File: src/rtl/spd_pkg.sv
// Shared types and constants of the sensor packet deframer.
`default_nettype none

package spd_pkg;

    localparam logic [7:0] TYPE_DATA = 8'h02;
    localparam logic [7:0] TYPE_END  = 8'h08;

    localparam logic [15:0] RST_HEADER_WORD    = 16'hEF01;
    localparam logic [31:0] RST_DEVICE_ADDRESS = 32'hFFFF_FFFF;
    localparam logic        RST_CHECKSUM_DIS   = 1'b1;

    localparam logic [1:0] CFG_HEADER_WORD    = 2'd0;
    localparam logic [1:0] CFG_DEVICE_ADDRESS = 2'd1;
    localparam logic [1:0] CFG_CHECKSUM_DIS   = 2'd2;

    localparam logic [2:0] HUNT_LAST = 3'd5;

    typedef enum logic [2:0] {
        ROLE_TYPE    = 3'd0,
        ROLE_LEN_HI  = 3'd1,
        ROLE_LEN_LO  = 3'd2,
        ROLE_PAYLOAD = 3'd3,
        ROLE_SUM_HI  = 3'd4,
        ROLE_SUM_LO  = 3'd5,
        ROLE_LEN_ERR = 3'd6
    } t_role;

    typedef struct packed {
        logic [15:0] header_word;
        logic [31:0] device_address;
        logic        checksum_disabled;
    } t_cfg;

    typedef struct packed {
        logic [7:0] out_byte;
        t_role      byte_role;
        logic       packet_last;
        logic       checksum_good;
        logic       forward_packet;
        logic       end_of_transfer;
        logic [7:0] data_packet_count;
    } t_result;

endpackage

`default_nettype wire

File: src/rtl/sensor_packet_deframer.sv
// Top level of the sensor packet deframer: configuration, input and result registers.
//
// Received link bytes enter on the input channel (i_in_valid, o_in_stall, i_rx_byte),
// one item per byte. The block hunts for the configured two header bytes and four
// address bytes; these give no result. Every byte after the address leaves on the
// output channel (o_out_valid, i_out_stall and the result fields), tagged with its
// role; the checksum low byte and a length error carry the packet verdict.
// An accepted byte sits in the input register and is parsed on its way into the result
// register, where its result is held until taken. The block takes one byte per cycle
// unless o_in_stall is high; the framing state steps once per advancing byte.
// Configuration registers are written through i_cfg_we, i_cfg_index and i_cfg_data;
// the user must write them only while the block is idle; this is not enforced.
// An index past the last register is ignored.
// Synchronous reset empties both registers, returns the hunt to its start, clears
// the packet counter and loads the configuration reset values.
// While the receiver stalls, the result is held; one more byte waits in the input
// register and then o_in_stall rises until the result is taken.
`default_nettype none

module sensor_packet_deframer
    import spd_pkg::*;
(
    input  wire logic        i_clk,
    input  wire logic        i_rst_n,
    input  wire logic        i_cfg_we,
    input  wire logic [1:0]  i_cfg_index,
    input  wire logic [31:0] i_cfg_data,
    input  wire logic        i_in_valid,
    output logic             o_in_stall,
    input  wire logic [7:0]  i_rx_byte,
    output logic             o_out_valid,
    input  wire logic        i_out_stall,
    output logic [7:0]       o_out_byte,
    output logic [2:0]       o_byte_role,
    output logic             o_packet_last,
    output logic             o_checksum_good,
    output logic             o_forward_packet,
    output logic             o_end_of_transfer,
    output logic [7:0]       o_data_packet_count
);

    t_cfg       r_cfg;
    logic       r_in_valid;
    logic [7:0] r_in_byte;
    logic       r_out_valid;
    t_result    r_out;
    logic       advance;
    logic       res_valid;
    t_result    res;

    always_ff @(posedge i_clk) begin
        if (!i_rst_n) begin
            r_cfg.header_word       <= RST_HEADER_WORD;
            r_cfg.device_address    <= RST_DEVICE_ADDRESS;
            r_cfg.checksum_disabled <= RST_CHECKSUM_DIS;
        end else if (i_cfg_we) begin
            case (i_cfg_index)
                CFG_HEADER_WORD:    r_cfg.header_word       <= i_cfg_data[15:0];
                CFG_DEVICE_ADDRESS: r_cfg.device_address    <= i_cfg_data;
                CFG_CHECKSUM_DIS:   r_cfg.checksum_disabled <= i_cfg_data[0];
                default: ;
            endcase
        end
    end

    assign advance    = r_in_valid && (!r_out_valid || !i_out_stall);
    assign o_in_stall = r_in_valid && !advance;

    always_ff @(posedge i_clk) begin
        if (!i_rst_n) begin
            r_in_valid <= 1'b0;
        end else if (!o_in_stall) begin
            r_in_valid <= i_in_valid;
        end
    end

    always_ff @(posedge i_clk) begin
        if (!o_in_stall && i_in_valid) begin
            r_in_byte <= i_rx_byte;
        end
    end

    spd_parser u_parser (
        .i_clk       (i_clk),
        .i_rst_n     (i_rst_n),
        .i_cfg       (r_cfg),
        .i_step      (advance),
        .i_byte      (r_in_byte),
        .o_res_valid (res_valid),
        .o_res       (res)
    );

    always_ff @(posedge i_clk) begin
        if (!i_rst_n) begin
            r_out_valid <= 1'b0;
        end else if (advance) begin
            r_out_valid <= res_valid;
        end else if (!i_out_stall) begin
            r_out_valid <= 1'b0;
        end
    end

    always_ff @(posedge i_clk) begin
        if (advance && res_valid) begin
            r_out <= res;
        end
    end

    assign o_out_valid         = r_out_valid;
    assign o_out_byte          = r_out.out_byte;
    assign o_byte_role         = r_out.byte_role;
    assign o_packet_last       = r_out.packet_last;
    assign o_checksum_good     = r_out.checksum_good;
    assign o_forward_packet    = r_out.forward_packet;
    assign o_end_of_transfer   = r_out.end_of_transfer;
    assign o_data_packet_count = r_out.data_packet_count;

    a_last_role: assert property (@(posedge i_clk) disable iff (!i_rst_n)
        (o_out_valid && o_packet_last) |->
            ((o_byte_role == ROLE_SUM_LO) || (o_byte_role == ROLE_LEN_ERR)))
        else $error("Packet end flagged on a byte that is not a packet end.");

    a_fwd_last: assert property (@(posedge i_clk) disable iff (!i_rst_n)
        (o_out_valid && (o_forward_packet || o_checksum_good)) |-> o_packet_last)
        else $error("Packet verdict shown on a byte that does not end a packet.");

    a_eot_fwd: assert property (@(posedge i_clk) disable iff (!i_rst_n)
        (o_out_valid && o_end_of_transfer) |-> o_forward_packet)
        else $error("End of transfer flagged on a packet that is not forwarded.");

    a_stall_in: assert property (@(posedge i_clk) disable iff (!i_rst_n)
        o_in_stall |-> (r_in_valid && o_out_valid && i_out_stall))
        else $error("Input stalled while the result register could take an item.");

endmodule

`default_nettype wire

File: src/rtl/spd_parser.sv
// Header hunt and packet field parser: holds the framing state and steps it once per byte.
`default_nettype none

module spd_parser
    import spd_pkg::*;
(
    input  wire logic       i_clk,
    input  wire logic       i_rst_n,
    input  wire t_cfg       i_cfg,
    input  wire logic       i_step,
    input  wire logic [7:0] i_byte,
    output logic            o_res_valid,
    output t_result         o_res
);

    logic [2:0]  r_hunt, n_hunt;
    logic        r_in_packet, n_in_packet;
    logic [16:0] r_bpos, n_bpos;
    logic [7:0]  r_type, n_type;
    logic [15:0] r_follow, n_follow;
    logic [15:0] r_sum, n_sum;
    logic [7:0]  r_sum_hi, n_sum_hi;
    logic [7:0]  r_count, n_count;

    logic [7:0]  expected;
    logic [16:0] sum_hi_pos;
    logic [15:0] received;
    logic        good;
    logic        type_ok;
    logic        fwd;

    always_comb begin
        case (r_hunt)
            3'd0:    expected = i_cfg.header_word[15:8];
            3'd1:    expected = i_cfg.header_word[7:0];
            3'd2:    expected = i_cfg.device_address[31:24];
            3'd3:    expected = i_cfg.device_address[23:16];
            3'd4:    expected = i_cfg.device_address[15:8];
            3'd5:    expected = i_cfg.device_address[7:0];
            default: expected = 8'h00;
        endcase
    end

    assign sum_hi_pos = {1'b0, r_follow} + 17'd1;
    assign received   = {r_sum_hi, i_byte};
    assign good       = (received == r_sum);
    assign type_ok    = (r_type == TYPE_DATA) || (r_type == TYPE_END);
    assign fwd        = (good || i_cfg.checksum_disabled) && type_ok;

    always_comb begin
        n_hunt      = r_hunt;
        n_in_packet = r_in_packet;
        n_bpos      = r_bpos;
        n_type      = r_type;
        n_follow    = r_follow;
        n_sum       = r_sum;
        n_sum_hi    = r_sum_hi;
        n_count     = r_count;
        o_res_valid = 1'b0;
        o_res.byte_role       = ROLE_TYPE;
        o_res.packet_last     = 1'b0;
        o_res.checksum_good   = 1'b0;
        o_res.forward_packet  = 1'b0;
        o_res.end_of_transfer = 1'b0;
        if (!r_in_packet) begin
            if ((r_hunt <= HUNT_LAST) && (i_byte == expected)) begin
                n_hunt = r_hunt + 3'd1;
                if (r_hunt == HUNT_LAST) begin
                    n_in_packet = 1'b1;
                    n_bpos      = 17'd0;
                end
            end else begin
                n_hunt = 3'd0;
            end
        end else begin
            o_res_valid = 1'b1;
            if (r_bpos == 17'd0) begin
                n_type = i_byte;
                n_sum  = {8'h00, i_byte};
                n_bpos = 17'd1;
                o_res.byte_role = ROLE_TYPE;
            end else if (r_bpos == 17'd1) begin
                n_follow = {i_byte, 8'h00};
                n_sum    = r_sum + {8'h00, i_byte};
                n_bpos   = 17'd2;
                o_res.byte_role = ROLE_LEN_HI;
            end else if (r_bpos == 17'd2) begin
                n_follow = {r_follow[15:8], i_byte};
                n_sum    = r_sum + {8'h00, i_byte};
                if ((r_follow[15:8] == 8'h00) && (i_byte[7:1] == 7'd0)) begin
                    n_in_packet = 1'b0;
                    n_hunt      = 3'd0;
                    n_bpos      = 17'd0;
                    o_res.byte_role   = ROLE_LEN_ERR;
                    o_res.packet_last = 1'b1;
                end else begin
                    n_bpos = 17'd3;
                    o_res.byte_role = ROLE_LEN_LO;
                end
            end else if (r_bpos < sum_hi_pos) begin
                n_sum  = r_sum + {8'h00, i_byte};
                n_bpos = r_bpos + 17'd1;
                o_res.byte_role = ROLE_PAYLOAD;
            end else if (r_bpos == sum_hi_pos) begin
                n_sum_hi = i_byte;
                n_bpos   = r_bpos + 17'd1;
                o_res.byte_role = ROLE_SUM_HI;
            end else begin
                if (fwd && (r_type == TYPE_DATA)) begin
                    n_count = r_count + 8'd1;
                end
                n_in_packet = 1'b0;
                n_hunt      = 3'd0;
                n_bpos      = 17'd0;
                o_res.byte_role       = ROLE_SUM_LO;
                o_res.packet_last     = 1'b1;
                o_res.checksum_good   = good;
                o_res.forward_packet  = fwd;
                o_res.end_of_transfer = fwd && (r_type == TYPE_END);
            end
        end
        o_res.out_byte          = i_byte;
        o_res.data_packet_count = n_count;
    end

    always_ff @(posedge i_clk) begin
        if (!i_rst_n) begin
            r_hunt      <= 3'd0;
            r_in_packet <= 1'b0;
            r_bpos      <= 17'd0;
            r_type      <= 8'h00;
            r_follow    <= 16'h0000;
            r_sum       <= 16'h0000;
            r_sum_hi    <= 8'h00;
            r_count     <= 8'h00;
        end else if (i_step) begin
            r_hunt      <= n_hunt;
            r_in_packet <= n_in_packet;
            r_bpos      <= n_bpos;
            r_type      <= n_type;
            r_follow    <= n_follow;
            r_sum       <= n_sum;
            r_sum_hi    <= n_sum_hi;
            r_count     <= n_count;
        end
    end

endmodule

`default_nettype wire

File: config.mk
export PLATFORM = sky130hd
export DESIGN_NAME = sensor_packet_deframer
export DESIGN_NICKNAME = d
export VERILOG_FILES = /design/src/rtl/spd_pkg.sv /design/src/rtl/sensor_packet_deframer.sv /design/src/rtl/spd_parser.sv
export SDC_FILE = /design/constraint.sdc
export NUM_CORES = 1
export LEC_CHECK = 0
export BUFFER_PORTS_ARGS = -buffer_cell sky130_fd_sc_hd__clkbuf_2
export CAP_MARGIN = 20
export CORE_ASPECT_RATIO = 1.75
export CORE_UTILIZATION = 50
export DETAILED_ROUTE_END_ITERATION = 10
export PLACE_DENSITY = 0.68
export SLEW_MARGIN = 15
export SYNTH_ARGS = -nofsm -noshare
export SYNTH_HDL_FRONTEND = slang
export SYNTH_SLANG_ARGS = --single-unit
File: constraint.sdc
create_clock -name i_clk -period 3.8 [get_ports i_clk]
set_input_delay 0.38 -clock i_clk [delete_from_list [all_inputs] [get_ports i_clk]]
set_output_delay 0.38 -clock i_clk [all_outputs]
set_load 0.02 [all_outputs]
==> results by stage <==
Run status:
- The flow ran to the end, and the final reports show no timing, DRC or antenna violations.

Yosys:
- The number of instances in the synthesized netlist is 913.
- The register bit total from synthesis is 159.
- Yosys mapped a number of flops with a built-in enable equal to 31.
- For this run, the number of Yosys warnings is 0.
- The post-synthesis async set-or-reset flop share is 0%.
- For this run, the register share of the synthesized area comes to 44.2%.
- The cell area that synthesis handed to floorplanning was 0.00791 mm².
- The number of nets produced by synthesis is 997.
- The dominant synthesized flop cell is sky130_fd_sc_hd__dfxtp_1.
- The average instance area after synthesis is 8.66 µm².
- The number of distinct library cell variants in the gate-level netlist after synthesis is 58.

Power:
- The power density relative to cell area is 401 mW/mm².
- In this run the static leakage power is 3.63 nW.
- The largest vdd supply drop is 0.000270 V.

Layout:
- From synthesis to final layout, the design area changed by 15.0%.
- The repair_antennas step left the layout with diodes totalling 0.
- In the final layout, the share of cells above drive strength 1 is 14.6%.
- The number of nets in the layout is 1,061.
- The commonest non-fill, non-tap cell in the layout is sky130_fd_sc_hd__nand2_1.
- The library cells used most frequently in the layout, excluding fill and tap cells, are sky130_fd_sc_hd__nand2_1, sky130_fd_sc_hd__dfxtp_1, sky130_fd_sc_hd__clkbuf_2, sky130_fd_sc_hd__nand3_1, sky130_fd_sc_hd__nor2_1.
- The design area is 0.00909 mm².
- The layout has 1,392 filler cells.

Die:
- The initial core utilization is 51.4%.
- The core region is 0.0154 mm².
- The initialized floorplan defines 60 standard-cell rows.
- Measured along the x axis, the die boundary spans 97.1 µm.
- The number of top-level design ports is 72.
- The die covers 0.0163 mm².
- The die span in y is 168 µm.

Critical path:
- STA puts the critical path data required time at 4.12 ns.
- Across all register-to-register paths, the minimum setup slack is 0.23 ns.
- In this run the worst setup path terminates at u_parser.r_bpos[8]$_SDFFE_PN0P_.
- The path depth of the worst reg2reg path is 14.
- The number of buffers and inverters on the critical path is 0.
- The most frequent cell on the critical path is sky130_fd_sc_hd__and3_1.
- The highest-delay cell along the critical path is sky130_fd_sc_hd__dfxtp_1.
- The category of the most critical setup path is reg -> reg.
- The worst path arrival time is 3.89 ns.
- The kind of end point of the critical path is a flop.
- The endpoint identified for the worst register-to-register timing path is u_parser.r_bpos[8]$_SDFFE_PN0P_.
- STA classifies the critical path startpoint as a flop.
- For this run, the slowest stage of the critical path takes 0.38 ns.
- Tracing the worst setup path back leads to its startpoint at u_parser.r_follow[3]$_SDFFE_PN0P_.
- The origin of the critical flop-to-flop path is u_parser.r_follow[3]$_SDFFE_PN0P_.
- The critical path runs through a total of 14 cells.
- The signal on the critical path passes through and3_1 > and3_1 > and2_1 > nor2b_2 > nand2_1 > xor2_1 > ha_1 > a21oi_1 > a21boi_0 > a311oi_1 > and3_2 > o2111a_1 > nand2b_1 > o32ai_1.
- Along the worst path, the maximum fanout reaches 11.
- The dominant delay contributor by cell family on the critical path is simple AND/OR/NAND/NOR gates.

Clock tree:
- The clock passes through at most 2 buffers.
- The clock reaches the later pin of the worst-skew pair after 0.43 ns.
- The clock slew at the register clock pins of the worst setup and hold paths is 0.07 ns.
- The H-tree was split into 4 levels.
- The total clock buffers created by CTS is 17.
- The CTS tree is yes.
- The CTS root buffer is sky130_fd_sc_hd__clkbuf_16.
- In this run, post-CTS hold repair placed 0 buffers.
- The clock net sink count is 159.

Run:
- The max-cap violation count is 0.

Placed design:
- Input and output buffers added on the ports amount to 71.
- After legalization and detailed placement, the total HPWL measured 13,800 µm.
- The placed cell area is 0.00850 mm².
- The global placement routability congestion is 0.843.

GRT:
- The global routing usage summed across all routing layers is 23.9%.
- The wire length of the first global-routing pass is 31,200 µm.
- Entering global routing, the biggest net connects 53 pins.
- After global routing the overflow that remains totals 0.
- The number of antenna violations at the first check in global routing is 0.
- The number of global-route vias before repair is 6,487.

Detailed routing:
- Dividing the detail-routed via count by the number of cells gives 5.71.
- For this run, design rule violations remaining after detail routing come to 0.
- The residual antenna-violating net count after detailed routing is 0.
- The pre-antenna-repair detailed-routing pass consisted of 5 iterations.
- The violation count after the first detailed-route iteration is 363.
- The number of vias after detailed routing is 6,718.
- The detailed-route wire length is 19,200 µm.
- In the final routed layout, each cell accounts on average for 16.4 µm.

Timing:
- The transition time of the tightest slew-check pin is 1.05 ns.
- The number of hold violations in the final report was 0.
- Summed over all failing endpoints, the final setup total negative slack is 0 ns.
- Measured against its own limit, the worst slew margin works out to 29.6%.
- Hold timing on the final database bottoms out at a slack of 0.130 ns.
- The final-report max-slew violation count is 0.
- After layout, the worst path uses 93.9% of the clock period.
- The maximum clock rate is 280 MHz.
- Setup violations remaining at the end of the flow were counted as 0.
- Setup repair after global routing left no endpoint under its margin.
- Clock skew on the completed layout was measured at 0.0130 ns.
- The smallest clock period supported by the final layout is computed as 3.57 ns.

Worst hold path:
- The tightest min-delay check is of the in -> reg type.
layer usage:
layer / wire [µm] / part of all wire [%] / GRT usage, % / up-vias
met4: 461 / 2.4 / 9.80 / 0
met5: 0 / 0 / 0 / -
met2: 10500 / 54 / 45.2 / 150
li1: - / - / - / 3366
met3: 689 / 3.6 / 3.65 / 28
met1: 7610 / 40 / 26.3 / 3174
kinds of logic after synthesis:
group	synth area share, %
adder cells (fa/ha/maj)	5.95
multiplexers	3.85
flip-flops	44.2
buffers and inverters	3.20
AND/OR/NAND/NOR	25.4
AO/OA/AOI/OAI	12.2
XOR/XNOR	5.21
worst register-to-register path, stage by stage (launching register included):
cell                       delay (ns)
sky130_fd_sc_hd__dfxtp_1         0.38
sky130_fd_sc_hd__and3_1          0.20
sky130_fd_sc_hd__and3_1          0.19
sky130_fd_sc_hd__and2_1          0.17
sky130_fd_sc_hd__nor2b_2         0.20
sky130_fd_sc_hd__nand2_1         0.08
sky130_fd_sc_hd__xor2_1          0.14
sky130_fd_sc_hd__ha_1            0.32
sky130_fd_sc_hd__a21oi_1         0.14
sky130_fd_sc_hd__a21boi_0        0.12
sky130_fd_sc_hd__a311oi_1        0.31
sky130_fd_sc_hd__and3_2          0.31
sky130_fd_sc_hd__o2111a_1        0.24
sky130_fd_sc_hd__nand2b_1        0.29
sky130_fd_sc_hd__o32ai_1         0.37
power by group:
part	switching, W	total [W]	internal (W)	leakage, nW
Combinational	0.000121	0.000195	0.0000740	2.06
Sequential	0.0000192	0.00177	0.00175	1.29
Clock	0.000734	0.00169	0.000954	0.279
synth_stat cells, types with 13 or more instances:
| cell | instances | area (µm²) |
|---|---|---|
| sky130_fd_sc_hd__a21oi_1 | 53 | 265 |
| sky130_fd_sc_hd__a22oi_1 | 16 | 120 |
| sky130_fd_sc_hd__and3_1 | 16 | 100 |
| sky130_fd_sc_hd__clkbuf_1 | 43 | 161 |
| sky130_fd_sc_hd__dfxtp_1 | 128 | 2560 |
| sky130_fd_sc_hd__edfxtp_1 | 31 | 931 |
| sky130_fd_sc_hd__ha_1 | 36 | 450 |
| sky130_fd_sc_hd__inv_1 | 17 | 63.8 |
| sky130_fd_sc_hd__mux2i_1 | 27 | 270 |
| sky130_fd_sc_hd__nand2_1 | 180 | 676 |
| sky130_fd_sc_hd__nand3_1 | 70 | 350 |
| sky130_fd_sc_hd__nor2_1 | 66 | 248 |
| sky130_fd_sc_hd__nor3_1 | 13 | 65.1 |
| sky130_fd_sc_hd__o21ai_0 | 17 | 85.1 |
| sky130_fd_sc_hd__or3_1 | 17 | 106 |
| sky130_fd_sc_hd__xnor2_1 | 24 | 210 |
| sky130_fd_sc_hd__xor2_1 | 23 | 201 |
cell type report:
type	instances	area, µm²	area share [%]
Clock buffer	19	454	4.99
Inverter	17	63.8	0.702
Timing Repair Buffer	95	548	6.03
Sequential cell	159	3490	38.4
Tap cell	186	233	2.56
Multi-Input combinational cell	687	4180	45.9
Clock inverter	13	124	1.36
state kept, by name, summed over array words and instances, names as in the netlist, 3 cells and up:
register and cells:
r_cfg 49, u_parser.r_bpos 17, u_parser.r_follow 16, u_parser.r_sum 16, o_data_packet_count 8, o_out_byte 8
r_in_byte 8, u_parser.r_count 8, u_parser.r_sum_hi 8, u_parser.r_type 8, o_byte_role 3, u_parser.r_hunt 3
repair_timing:
item | in CTS | in global routing
resized for setup | 0 | 6
setup buffers | 0 | 0
endpoints found under the setup margin | 0 | 21
through the flow:
stage,instances,total power [W],setup WS [ns],utilization [%]
final,1176,0.00365,0.232,59.1
after global routing,1176,0.00378,0.0105,59.1
after detailed placement,1144,0.00200,0.0882,55.3
after floorplan,913,0.00192,0.375,-
after global placement,1144,0.00200,0.179,55.3
after CTS,1176,0.00368,0.101,59.0
how the worst min path moves through the flow:
stage,cells after the start,slack [ns],start,end
after floorplan,2,0.43,u_parser.r_type[5]$_SDFFE_PN0P_,u_parser.r_type[5]$_SDFFE_PN0P_
after global placement,2,0.44,u_parser.r_type[5]$_SDFFE_PN0P_,u_parser.r_type[5]$_SDFFE_PN0P_
after detailed placement,2,0.45,r_cfg[36]$_SDFFE_PN0P_,r_cfg[36]$_SDFFE_PN0P_
after CTS,1,0.12,i_rx_byte[4],r_in_byte[4]$_DFFE_PP_
after global routing,1,0.11,i_rx_byte[4],r_in_byte[4]$_DFFE_PP_
final,1,0.13,i_rx_byte[4],r_in_byte[4]$_DFFE_PP_
(Power assumes the default switching activity.)
